<file path="src/sv/ubsd_pkg.sv">
// Shared types and constants for the UTF byte stream decoder.
`default_nettype none
package ubsd_pkg;

  localparam int ADDR_W = 3;
  localparam int DATA_W = 32;

  typedef logic [1:0] width_code_t;
  localparam width_code_t CW_UTF8  = 2'd0;
  localparam width_code_t CW_UTF16 = 2'd1;
  localparam width_code_t CW_UTF32 = 2'd2;
  localparam width_code_t CW_NONE  = 2'd3;

  typedef logic reg_idx_t;
  localparam reg_idx_t REG_WIDTH_CODE = 1'b0;
  localparam reg_idx_t REG_ENDIAN     = 1'b1;

  localparam logic KIND_CODE_POINT = 1'b0;
  localparam logic KIND_RAW        = 1'b1;

  localparam logic [7:0]  LEAD_CONT_LIMIT = 8'hC0;
  localparam logic [7:0]  ASCII_LIMIT     = 8'h80;
  localparam logic [7:0]  LEAD3_BASE      = 8'hE0;
  localparam logic [7:0]  LEAD4_BASE      = 8'hF0;
  localparam logic [7:0]  LEAD_BAD_BASE   = 8'hF8;
  localparam logic [1:0]  CONT_TAG        = 2'b10;
  localparam logic [15:0] HI_SURR_LOW     = 16'hD800;
  localparam logic [15:0] HI_SURR_HIGH    = 16'hDBFF;
  localparam logic [15:0] LO_SURR_LOW     = 16'hDC00;
  localparam logic [15:0] LO_SURR_HIGH    = 16'hDFFF;
  localparam logic [20:0] SUPP_BASE       = 21'h10000;
  localparam logic [31:0] CODE_POINT_MAX  = 32'h0010FFFF;

  typedef struct packed {
    width_code_t width_code;
    logic        little_endian;
    logic        wr;
  } cfg_t;

  // One decoded item: a single code point or up to four raw bytes.
  typedef struct packed {
    logic [2:0]      cnt;
    logic            raw;
    logic [20:0]     cp;
    logic [3:0][7:0] bytes;
  } group_t;

endpackage
`default_nettype wire

</file>
<file path="src/sv/ubsd_ifs.sv">
// Valid/ready channel interfaces for input bytes and decoded results.
`default_nettype none
interface ubsd_byte_if;
  logic       valid;
  logic       ready;
  logic [7:0] data_byte;
  logic       end_of_string;
  modport source(output valid, output data_byte, output end_of_string, input ready);
  modport sink(input valid, input data_byte, input end_of_string, output ready);
endinterface

interface ubsd_result_if;
  logic        valid;
  logic        ready;
  logic        result_kind;
  logic [20:0] result_value;
  logic        last_of_run;
  modport source(output valid, output result_kind, output result_value,
                 output last_of_run, input ready);
  modport sink(input valid, input result_kind, input result_value,
               input last_of_run, output ready);
endinterface
`default_nettype wire

</file>
<file path="src/sv/ubsd_cfg.sv">
// APB-style register port holding the width code and byte order.
`default_nettype none
module ubsd_cfg (
  input  wire logic                       clk,
  input  wire logic                       rst,
  input  wire logic                       psel,
  input  wire logic                       penable,
  input  wire logic                       pwrite,
  input  wire logic [ubsd_pkg::ADDR_W-1:0] paddr,
  input  wire logic [ubsd_pkg::DATA_W-1:0] pwdata,
  output      logic [ubsd_pkg::DATA_W-1:0] prdata,
  output      logic                       pready,
  output      ubsd_pkg::cfg_t             cfg
);
  import ubsd_pkg::*;

  width_code_t width_code;
  logic        little_endian;
  logic        wr_en;
  reg_idx_t    idx;

  assign pready = 1'b1;
  assign wr_en  = psel && penable && pwrite;
  assign idx    = paddr[2];

  always_ff @(posedge clk) begin
    if (rst) begin
      width_code    <= CW_UTF8;
      little_endian <= 1'b0;
    end else if (wr_en) begin
      unique case (idx)
        REG_WIDTH_CODE: width_code    <= pwdata[1:0];
        REG_ENDIAN:     little_endian <= pwdata[0];
        default:        width_code    <= width_code;
      endcase
    end
  end

  always_comb begin
    unique case (idx)
      REG_WIDTH_CODE: prdata = {{(DATA_W-2){1'b0}}, width_code};
      REG_ENDIAN:     prdata = {{(DATA_W-1){1'b0}}, little_endian};
      default:        prdata = '0;
    endcase
  end

  assign cfg.width_code    = width_code;
  assign cfg.little_endian = little_endian;
  assign cfg.wr            = wr_en;

endmodule
`default_nettype wire

</file>
<file path="src/sv/ubsd_decode.sv">
// Input register, unit state and single-pass decode into a result group.
`default_nettype none
module ubsd_decode (
  input  wire logic             clk,
  input  wire logic             rst,
  input  wire ubsd_pkg::cfg_t   cfg,
  input  wire logic             in_fire,
  input  wire logic [7:0]       in_byte,
  input  wire logic             in_eos,
  output      logic             busy,
  output      logic             grp_valid,
  output      ubsd_pkg::group_t grp
);
  import ubsd_pkg::*;

  logic            stage_valid;
  logic [7:0]      s_byte;
  logic            s_eos;
  logic [1:0]      held_count;
  logic [1:0]      held_count_next;
  logic [2:0]      unit_length;
  logic [2:0]      unit_length_next;
  logic [7:0]      held_bytes [3];
  logic            hb_we;

  logic [3:0][7:0] bufb;
  logic [2:0]      n;
  logic            cont_ok;
  logic [20:0]     utf8_val;
  logic [15:0]     hi16;
  logic [15:0]     lo16;
  logic [31:0]     w32;
  logic            hi_is_high;
  logic            hi_is_low;
  logic            lo_is_low;
  group_t          fin;
  group_t          raw_n;

  assign busy = stage_valid;

  always_ff @(posedge clk) begin
    if (rst) begin
      stage_valid <= 1'b0;
      held_count  <= '0;
      unit_length <= '0;
    end else begin
      stage_valid <= in_fire;
      if (cfg.wr) begin
        held_count  <= '0;
        unit_length <= '0;
      end else if (stage_valid) begin
        held_count  <= held_count_next;
        unit_length <= unit_length_next;
      end
    end
  end

  always_ff @(posedge clk) begin
    if (in_fire) begin
      s_byte <= in_byte;
      s_eos  <= in_eos;
    end
    if (stage_valid && hb_we) begin
      held_bytes[held_count] <= s_byte;
    end
  end

  // Assemble the unit and evaluate every completion check.
  always_comb begin
    bufb = '0;
    for (int i = 0; i < 3; i++) begin
      if (2'(i) < held_count) bufb[i] = held_bytes[i];
    end
    bufb[held_count] = s_byte;
    n = {1'b0, held_count} + 3'd1;

    cont_ok = 1'b1;
    for (int i = 1; i < 4; i++) begin
      if (3'(i) < n && bufb[i][7:6] != CONT_TAG) cont_ok = 1'b0;
    end

    unique case (n)
      3'd2:    utf8_val = {10'b0, bufb[0][4:0], bufb[1][5:0]};
      3'd3:    utf8_val = {5'b0, bufb[0][3:0], bufb[1][5:0], bufb[2][5:0]};
      default: utf8_val = {bufb[0][2:0], bufb[1][5:0], bufb[2][5:0], bufb[3][5:0]};
    endcase

    hi16 = cfg.little_endian ? {bufb[1], bufb[0]} : {bufb[0], bufb[1]};
    lo16 = cfg.little_endian ? {bufb[3], bufb[2]} : {bufb[2], bufb[3]};
    w32  = cfg.little_endian ? {bufb[3], bufb[2], bufb[1], bufb[0]}
                             : {bufb[0], bufb[1], bufb[2], bufb[3]};
    hi_is_high = hi16 >= HI_SURR_LOW && hi16 <= HI_SURR_HIGH;
    hi_is_low  = hi16 >= LO_SURR_LOW && hi16 <= LO_SURR_HIGH;
    lo_is_low  = lo16 >= LO_SURR_LOW && lo16 <= LO_SURR_HIGH;

    raw_n.cnt   = n;
    raw_n.raw   = KIND_RAW;
    raw_n.cp    = '0;
    raw_n.bytes = bufb;

    fin     = raw_n;
    fin.cnt = 3'd1;
    unique case (cfg.width_code)
      CW_UTF8: begin
        if (cont_ok) begin
          fin.raw = KIND_CODE_POINT;
          fin.cp  = utf8_val;
        end else begin
          fin = raw_n;
        end
      end
      CW_UTF16: begin
        if (n != 3'd4) begin
          if (hi_is_low) begin
            fin = raw_n;
          end else begin
            fin.raw = KIND_CODE_POINT;
            fin.cp  = {5'b0, hi16};
          end
        end else if (lo_is_low) begin
          fin.raw = KIND_CODE_POINT;
          fin.cp  = SUPP_BASE + {1'b0, hi16[9:0], lo16[9:0]};
        end else begin
          fin = raw_n;
        end
      end
      default: begin
        if (w32 > CODE_POINT_MAX) begin
          fin = raw_n;
        end else begin
          fin.raw = KIND_CODE_POINT;
          fin.cp  = w32[20:0];
        end
      end
    endcase
  end

  // Choose between immediate result, completion, hold and flush.
  always_comb begin
    logic       done;
    logic [2:0] eff_len;
    logic       surr_wait;

    done             = 1'b0;
    eff_len          = unit_length;
    surr_wait        = 1'b0;
    grp_valid        = 1'b0;
    grp              = raw_n;
    grp.cnt          = 3'd1;
    grp.bytes[0]     = s_byte;
    held_count_next  = '0;
    unit_length_next = '0;
    hb_we            = 1'b0;

    if (cfg.width_code == CW_NONE) begin
      done = 1'b1;
    end else if (held_count == 2'd0) begin
      if (cfg.width_code == CW_UTF8) begin
        priority if (s_byte < ASCII_LIMIT) begin
          done    = 1'b1;
          grp.raw = KIND_CODE_POINT;
          grp.cp  = {13'b0, s_byte};
        end else if (s_byte < LEAD_CONT_LIMIT || s_byte >= LEAD_BAD_BASE) begin
          done = 1'b1;
        end else if (s_byte < LEAD3_BASE) begin
          eff_len = 3'd2;
        end else if (s_byte < LEAD4_BASE) begin
          eff_len = 3'd3;
        end else begin
          eff_len = 3'd4;
        end
      end else if (cfg.width_code == CW_UTF16) begin
        eff_len = 3'd2;
      end else begin
        eff_len = 3'd4;
      end
    end

    surr_wait = cfg.width_code == CW_UTF16 && n == 3'd2 && hi_is_high;

    if (done) begin
      grp_valid = stage_valid;
    end else if (n >= eff_len && !surr_wait) begin
      grp_valid = stage_valid;
      grp       = fin;
    end else if (s_eos) begin
      grp_valid = stage_valid;
      grp       = raw_n;
    end else begin
      hb_we            = 1'b1;
      held_count_next  = n[1:0];
      unit_length_next = surr_wait ? 3'd4 : eff_len;
    end
  end

endmodule
`default_nettype wire

</file>
<file path="src/sv/ubsd_group_fifo.sv">
// Queue of result groups, unrolled into single results on the output channel.
`default_nettype none
module ubsd_group_fifo #(
  parameter int DEPTH = 4,
  parameter int CNT_W = 3
) (
  input  wire logic             clk,
  input  wire logic             rst,
  input  wire logic             push,
  input  wire ubsd_pkg::group_t push_grp,
  output      logic [CNT_W-1:0] count,
  output      logic             out_valid,
  input  wire logic             out_ready,
  output      logic             out_kind,
  output      logic [20:0]      out_value,
  output      logic             out_last
);
  import ubsd_pkg::*;

  localparam int PTR_W = (DEPTH > 1) ? $clog2(DEPTH) : 1;

  group_t           mem [DEPTH];
  logic [PTR_W-1:0] wr_ptr;
  logic [PTR_W-1:0] rd_ptr;
  logic [1:0]       sub;
  group_t           head;
  logic             pop;
  logic             adv;

  assign head      = mem[rd_ptr];
  assign out_valid = count != '0;
  assign out_kind  = head.raw;
  assign out_value = head.raw ? {13'b0, head.bytes[sub]} : head.cp;
  assign out_last  = head.raw ? (({1'b0, sub} + 3'd1) == head.cnt) : 1'b1;
  assign adv       = out_valid && out_ready;
  assign pop       = adv && out_last;

  always_ff @(posedge clk) begin
    if (push) mem[wr_ptr] <= push_grp;
  end

  always_ff @(posedge clk) begin
    if (rst) begin
      wr_ptr <= '0;
      rd_ptr <= '0;
      sub    <= '0;
      count  <= '0;
    end else begin
      if (push) begin
        wr_ptr <= (wr_ptr == PTR_W'(DEPTH - 1)) ? '0 : wr_ptr + 1'b1;
      end
      if (pop) begin
        rd_ptr <= (rd_ptr == PTR_W'(DEPTH - 1)) ? '0 : rd_ptr + 1'b1;
        sub    <= '0;
      end else if (adv) begin
        sub <= sub + 2'd1;
      end
      count <= count + CNT_W'(push) - CNT_W'(pop);
    end
  end

endmodule
`default_nettype wire

</file>
<file path="src/sv/utf_byte_stream_decoder_top.sv">
// Top level of the UTF-8/16/32 byte stream decoder.
//
//   channel       role    carries
//   byte_chan     sink    data_byte, end_of_string
//   result_chan   source  result_kind, result_value, last_of_run
//   APB port      slave   char_width_code at 0x0, little_endian at 0x4
//
// One byte is taken per cycle while ready is high; a group that it completes
// is pushed to the group queue from the input stage register. Results leave
// one per cycle while result ready is high, a failed four-byte unit as four
// raw results; queue depth sets how far input leads output before ready drops.
// Reset is synchronous and clears unit state, queue and registers.
`default_nettype none
module utf_byte_stream_decoder_top #(
  parameter int GROUP_DEPTH = 4
) (
  input  wire logic                        clk,
  input  wire logic                        rst,
  input  wire logic                        psel,
  input  wire logic                        penable,
  input  wire logic                        pwrite,
  input  wire logic [ubsd_pkg::ADDR_W-1:0] paddr,
  input  wire logic [ubsd_pkg::DATA_W-1:0] pwdata,
  output      logic [ubsd_pkg::DATA_W-1:0] prdata,
  output      logic                        pready,
  ubsd_byte_if.sink                        byte_chan,
  ubsd_result_if.source                    result_chan
);
  import ubsd_pkg::*;

  localparam int CNT_W = $clog2(GROUP_DEPTH + 1);

  cfg_t             cfg;
  logic             byte_fire;
  logic             stage_busy;
  logic             grp_valid;
  group_t           grp;
  logic [CNT_W-1:0] grp_count;

  assign byte_chan.ready = ({1'b0, grp_count} + {{CNT_W{1'b0}}, stage_busy})
                           < (CNT_W + 1)'(GROUP_DEPTH);
  assign byte_fire = byte_chan.valid && byte_chan.ready;

  ubsd_cfg u_cfg (
    .clk     (clk),
    .rst     (rst),
    .psel    (psel),
    .penable (penable),
    .pwrite  (pwrite),
    .paddr   (paddr),
    .pwdata  (pwdata),
    .prdata  (prdata),
    .pready  (pready),
    .cfg     (cfg)
  );

  ubsd_decode u_decode (
    .clk       (clk),
    .rst       (rst),
    .cfg       (cfg),
    .in_fire   (byte_fire),
    .in_byte   (byte_chan.data_byte),
    .in_eos    (byte_chan.end_of_string),
    .busy      (stage_busy),
    .grp_valid (grp_valid),
    .grp       (grp)
  );

  ubsd_group_fifo #(
    .DEPTH (GROUP_DEPTH),
    .CNT_W (CNT_W)
  ) u_fifo (
    .clk       (clk),
    .rst       (rst),
    .push      (grp_valid),
    .push_grp  (grp),
    .count     (grp_count),
    .out_valid (result_chan.valid),
    .out_ready (result_chan.ready),
    .out_kind  (result_chan.result_kind),
    .out_value (result_chan.result_value),
    .out_last  (result_chan.last_of_run)
  );

`ifndef ASSERT_OFF
  a_queue_bound: assert property (@(posedge clk) disable iff (rst)
    grp_count <= CNT_W'(GROUP_DEPTH))
    else $error("group queue overflow");

  a_stage_load: assert property (@(posedge clk) disable iff (rst)
    byte_fire |=> stage_busy)
    else $error("accepted byte not staged");

  a_code_point_last: assert property (@(posedge clk) disable iff (rst)
    (result_chan.valid && result_chan.result_kind == KIND_CODE_POINT)
      |-> result_chan.last_of_run)
    else $error("code point not last of run");

  a_raw_narrow: assert property (@(posedge clk) disable iff (rst)
    (result_chan.valid && result_chan.result_kind == KIND_RAW)
      |-> result_chan.result_value[20:8] == '0)
    else $error("raw result wider than a byte");
`endif

endmodule
`default_nettype wire
</file>
<file path="src/flat_wrapper.sv">
// flat-port wrapper written by rule: the top's interface ports become plain ports
module utf_byte_stream_decoder_top_flat import ubsd_pkg::*;
#(
  parameter int GROUP_DEPTH = 4
)
  (clk, rst, psel, penable, pwrite, paddr, pwdata, prdata, pready, byte_chan_valid, byte_chan_data_byte, byte_chan_end_of_string, byte_chan_ready, result_chan_valid, result_chan_result_kind, result_chan_result_value, result_chan_last_of_run, result_chan_ready);
  ubsd_byte_if byte_chan_i ();
  ubsd_result_if result_chan_i ();
  input  wire logic clk;
  input  wire logic rst;
  input  wire logic psel;
  input  wire logic penable;
  input  wire logic pwrite;
  input  wire logic [ubsd_pkg::ADDR_W-1:0] paddr;
  input  wire logic [ubsd_pkg::DATA_W-1:0] pwdata;
  output      logic [ubsd_pkg::DATA_W-1:0] prdata;
  output      logic pready;
  input wire logic [$bits(byte_chan_i.valid)-1:0] byte_chan_valid;
  input wire logic [$bits(byte_chan_i.data_byte)-1:0] byte_chan_data_byte;
  input wire logic [$bits(byte_chan_i.end_of_string)-1:0] byte_chan_end_of_string;
  output wire logic [$bits(byte_chan_i.ready)-1:0] byte_chan_ready;
  output wire logic [$bits(result_chan_i.valid)-1:0] result_chan_valid;
  output wire logic [$bits(result_chan_i.result_kind)-1:0] result_chan_result_kind;
  output wire logic [$bits(result_chan_i.result_value)-1:0] result_chan_result_value;
  output wire logic [$bits(result_chan_i.last_of_run)-1:0] result_chan_last_of_run;
  input wire logic [$bits(result_chan_i.ready)-1:0] result_chan_ready;
  assign byte_chan_i.valid = byte_chan_valid;
  assign byte_chan_i.data_byte = byte_chan_data_byte;
  assign byte_chan_i.end_of_string = byte_chan_end_of_string;
  assign byte_chan_ready = byte_chan_i.ready;
  assign result_chan_valid = result_chan_i.valid;
  assign result_chan_result_kind = result_chan_i.result_kind;
  assign result_chan_result_value = result_chan_i.result_value;
  assign result_chan_last_of_run = result_chan_i.last_of_run;
  assign result_chan_i.ready = result_chan_ready;
  utf_byte_stream_decoder_top #(.GROUP_DEPTH(GROUP_DEPTH)) u_core (.clk(clk), .rst(rst), .psel(psel), .penable(penable), .pwrite(pwrite), .paddr(paddr), .pwdata(pwdata), .prdata(prdata), .pready(pready), .byte_chan(byte_chan_i), .result_chan(result_chan_i));
endmodule
</file>
<file path="config.mk">
export PLATFORM = sky130hd
export DESIGN_NAME = utf_byte_stream_decoder_top_flat
export DESIGN_NICKNAME = d
export VERILOG_FILES = /design/src/sv/ubsd_pkg.sv /design/src/sv/ubsd_ifs.sv /design/src/sv/ubsd_cfg.sv /design/src/sv/ubsd_decode.sv /design/src/sv/ubsd_group_fifo.sv /design/src/sv/utf_byte_stream_decoder_top.sv /design/src/flat_wrapper.sv
export SDC_FILE = /design/constraint.sdc
export NUM_CORES = 1
export LEC_CHECK = 0
export ABC_AREA = 1
export BUFFER_PORTS_ARGS = -buffer_cell sky130_fd_sc_hd__clkbuf_2
export CAP_MARGIN = 40
export CORE_AREA = 5 5 157 159
export CTS_BUF_LIST = sky130_fd_sc_hd__clkbuf_8
export CTS_CLUSTER_DIAMETER = 80
export DETAILED_ROUTE_END_ITERATION = 8
export DIE_AREA = 0 0 162 164
export PLACE_DENSITY = 0.91
export SYNTH_ARGS = -nofsm -noshare
export SYNTH_HDL_FRONTEND = slang
export SYNTH_SLANG_ARGS = --single-unit
export TNS_END_PERCENT = 50
</file>
<file path="constraint.sdc">
create_clock -name clk -period 7.8 [get_ports clk]
set_clock_uncertainty 0.05 [all_clocks]
set_input_delay 0.78 -clock clk [delete_from_list [all_inputs] [get_ports clk]]
set_output_delay 0.78 -clock clk [all_outputs]
set_load 0.02 [all_outputs]
</file>
==> results.py <==
metrics = {
    "timing": {
        "period_minus_slack_ns": 5.00,
        "grt_setup_unrepaired": "false",
        "relSlewSlack_pct": 42.3,
        "hold_violations": 0,
        "fin_crit_sh_pct": 64.1,
        "fin_setup_tns_ns": 0,
        "finalSetupViolCount": 0,
        "slew_violations": 0,
        "worstMarginPinSlew_ns": 0.863,
        "worst_slack_ns": 2.80,
        "fmax_mhz": 200,
    },
    "synthesis": {
        "synth_warnings": 0,
        "synth_ff_type": "edfxtp_1",
        "seq_area_frac_synth_pct": 57.9,
        "async_reset_ff_share_pct": 0,
        "synth_edf_count": 261,
        "syn_area_um2": 14200,
        "netlist_instances": 1445,
        "avgSynthCellArea_um2": 9.85,
        "ys_ff_latch": 281,
        "synthDistinctLibCells": 51,
    },
    "cts": {
        "numCtsBuffers": 42,
        "clkTransAtPathRegs_ns": 0.06,
        "cts_sinks": 281,
        "clock-root-buffer": "clkbuf_8",
        "ctsResizeCount": 0,
        "cts_buffer_depth": 3,
        "insertion_delay_ns": 0.58,
        "postCtsHoldBufs": 0,
        "cts_tree": "built",
        "htreeDepth": 2,
        "cts_setup_buffers": 0,
    },
    "grt": {
        "grt_pass1_vias": 10700,
        "grt_use_total_pct": 30.0,
        "grt_pass1_wl_mm": 61.0,
        "antenna_found_initial": 0,
        "grt-ovfl-total": 0,
        "grt_max_degree": 73,
    },
    "power": {
        "vdd_drop_max_mv": 0.184,
        "p_leak_nw": 6.03,
        "powerDensity_nw_per_um2": 286,
    },
    "die": {
        "coreArea_um2": 23100,
        "rows": 56,
        "ioPinCount": 109,
        "die_w_um": 162,
        "initial_core_util_pct": 61.5,
        "die_h_um": 164,
        "dieArea_um2": 26600,
    },
    "detailed_routing": {
        "drt_first_pass_iters": 6,
        "avgViaCountPerCell": 6.25,
        "route.detailed.drc": 0,
        "wl_mm": 40.2,
        "vias": 11200,
        "routedWlPerCell_um": 22.3,
        "ant_nets": 0,
        "drt_iter0_markers": 1482,
    },
    "setup_path": {
        "critPathKind": "register to register",
        "start_kind": "register",
        "crit_required_ns": 7.94,
        "worstSetupEndpointType": "register",
        "cp.arrival_ns": 5.14,
        "path_max_fanout": 33,
    },
    "cells_and_area": {
        "final_common_cell": "nand2_1",
        "fillers": 1757,
        "antenna_cells": 0,
        "layout_common_cells": "nand2_1 (262), edfxtp_1 (261), nor2_1 (181)",
        "fin_nets": 1548,
        "syn_to_final_growth_pct": 7.43,
        "drive_above_1_share_pct": 12.5,
    },
    "placement": {
        "pre_cts_slack_ns": 2.90,
        "dp_hpwl_mm": 26.5,
        "io_buffers": 45,
        "gp_congestion": 1.12,
    },
    "hold_path": {
        "min-delay-path-class": "input port to register",
    },
    "outcome": {
        "status": "completed",
    },
    "run": {
        "maxCapViolCount": 0,
    },
}
## per-layer routing
| metal | part of all wire (%) | wire length, um | track usage (%) | up-vias |
|---|---|---|---|---|
| li1 | - | - | - | 5093 |
| met1 | 39 | 15600 | 41.2 | 5312 |
| met2 | 47 | 18900 | 49.2 | 745 |
| met3 | 11 | 4320 | 4.69 | 95 |
| met4 | 3.3 | 1320 | 10.5 | 0 |
| met5 | 0 | 0 | 0 | - |
## metrics by stage
| stage | cells | cell area [um2] | hold slack [ns] | total power [mW] | util, % |
|---|---|---|---|---|---|
| floorplan | 1474 | 14300 | 0.395 | 2.81 | - |
| finish | 1798 | 15300 | 0.331 | 4.37 | 66.1 |
| detailed placement | 1721 | 14500 | 0.421 | 3.23 | 62.7 |
| CTS | 1798 | 15300 | 0.311 | 4.36 | 66.1 |
| global route | 1798 | 15300 | 0.314 | 4.58 | 66.1 |
| global placement | 1719 | 14500 | 0.404 | 3.16 | 62.5 |
## flip-flops by register name, summed over array words and instances (netlist names), named ones only
name / cells
u_core.u_fifo.rd_ptr: 2
u_core.u_fifo.mem: 228
u_core.u_decode.busy: 1
u_core.u_fifo.count: 3
u_core.u_decode.held_count: 2
u_core.u_fifo.wr_ptr: 2
u_core.u_fifo.sub: 2
u_core.u_decode.s_byte: 8
u_core.u_decode.held_bytes: 24
u_core.u_decode.unit_length: 3
u_core.u_decode.s_eos: 1
u_core.u_cfg.little_endian: 1
u_core.u_cfg.width_code: 2
## cells by family after synthesis
kind of cell | share of synthesized area [%]
compound gates | 12.4
xor+xnor | 0.369
fa+ha+maj | 1.99
buf+inv | 7.33
flops | 57.9
other cells | 0.0528
simple gates | 20.0
## critical path: stages (launching register included)
cell	delay, ns
dfxtp_1	0.79
inv_1	0.19
ha_1	0.49
inv_2	0.44
nand3_2	0.18
nand2_2	0.26
nand2_1	0.16
nand3_1	0.17
nor2_4	0.07
nand2_4	0.09
nand2_8	0.09
nand3_2	0.12
nand2_2	0.18
nor2_4	0.72
buf_4	0.57
## power breakdown
part	switching (mW)	internal, mW	total (mW)	leakage, nW
Combinational	0.988	0.388	1.38	3.01
Sequential	0.0837	1.76	1.85	2.58
Clock	0.558	0.582	1.14	0.446
## final timing paths
check	start	endpoint	slack, ns	cells after the start
hold reg to reg	u_core.u_decode.unit_length[1]$_SDFFE_PP0P_	u_core.u_decode.unit_length[1]$_SDFFE_PP0P_	0.43	2
setup / recovery	u_core.u_decode.held_count[1]$_SDFFE_PP0P_	u_core.u_fifo.mem[2][44]$_DFFE_PP_	2.80	14
hold / removal	byte_chan_data_byte[6]	u_core.u_decode.s_byte[6]$_DFFE_PP_	0.33	1
setup reg to reg	u_core.u_decode.held_count[1]$_SDFFE_PP0P_	u_core.u_fifo.mem[2][44]$_DFFE_PP_	2.80	14
## synth_stat cells, types with 2 or more instances
cell type  number  area, um2
nor3_1          4       20.0
clkbuf_1       41        154
dfxtp_1        20        400
or3_1           2       12.5
nand2_2        11       68.8
nand3b_1        2       15.0
clkinv_1        3       11.3
o21ai_1        12       60.1
o211ai_1       17        128
nand4_1        14       87.6
a21oi_1        35        175
nand2_1       262        983
nand3_4         3       52.6
nor2_2          3       18.8
and2_1          2       12.5
buf_2          18       90.1
o21ai_0       148        741
o2111ai_1       8       70.1
inv_1          94        353
o21ai_2         2       17.5
nor2_1        185        694
ha_1           21        263
nand2_4         5       56.3
nor3_2          5       50.1
buf_6           6       67.6
edfxtp_1      261       7840
inv_2          12       45.0
xor2_1          6       52.6
a311oi_1        2       17.5
a31oi_1        14       87.6
nor2_4          6       67.6
o221ai_1       24        210
buf_1           2       7.51
nand3_1        95        475
inv_6           2       17.5
conb_1          2       7.51
nand3_2        17        170
o22ai_1        30        188
buf_4          37        278
## cell type report
class,instances,area [um2],area share (%)
repair buffers,62,380,2.49
multi-input cells,977,5090,33.3
well taps,290,363,2.37
flip-flops and latches,281,8240,53.9
clock inverters,34,196,1.28
inverters,111,427,2.79
clock buffers,43,592,3.87
No activity file was read; power rests on OpenSTA's default activity.
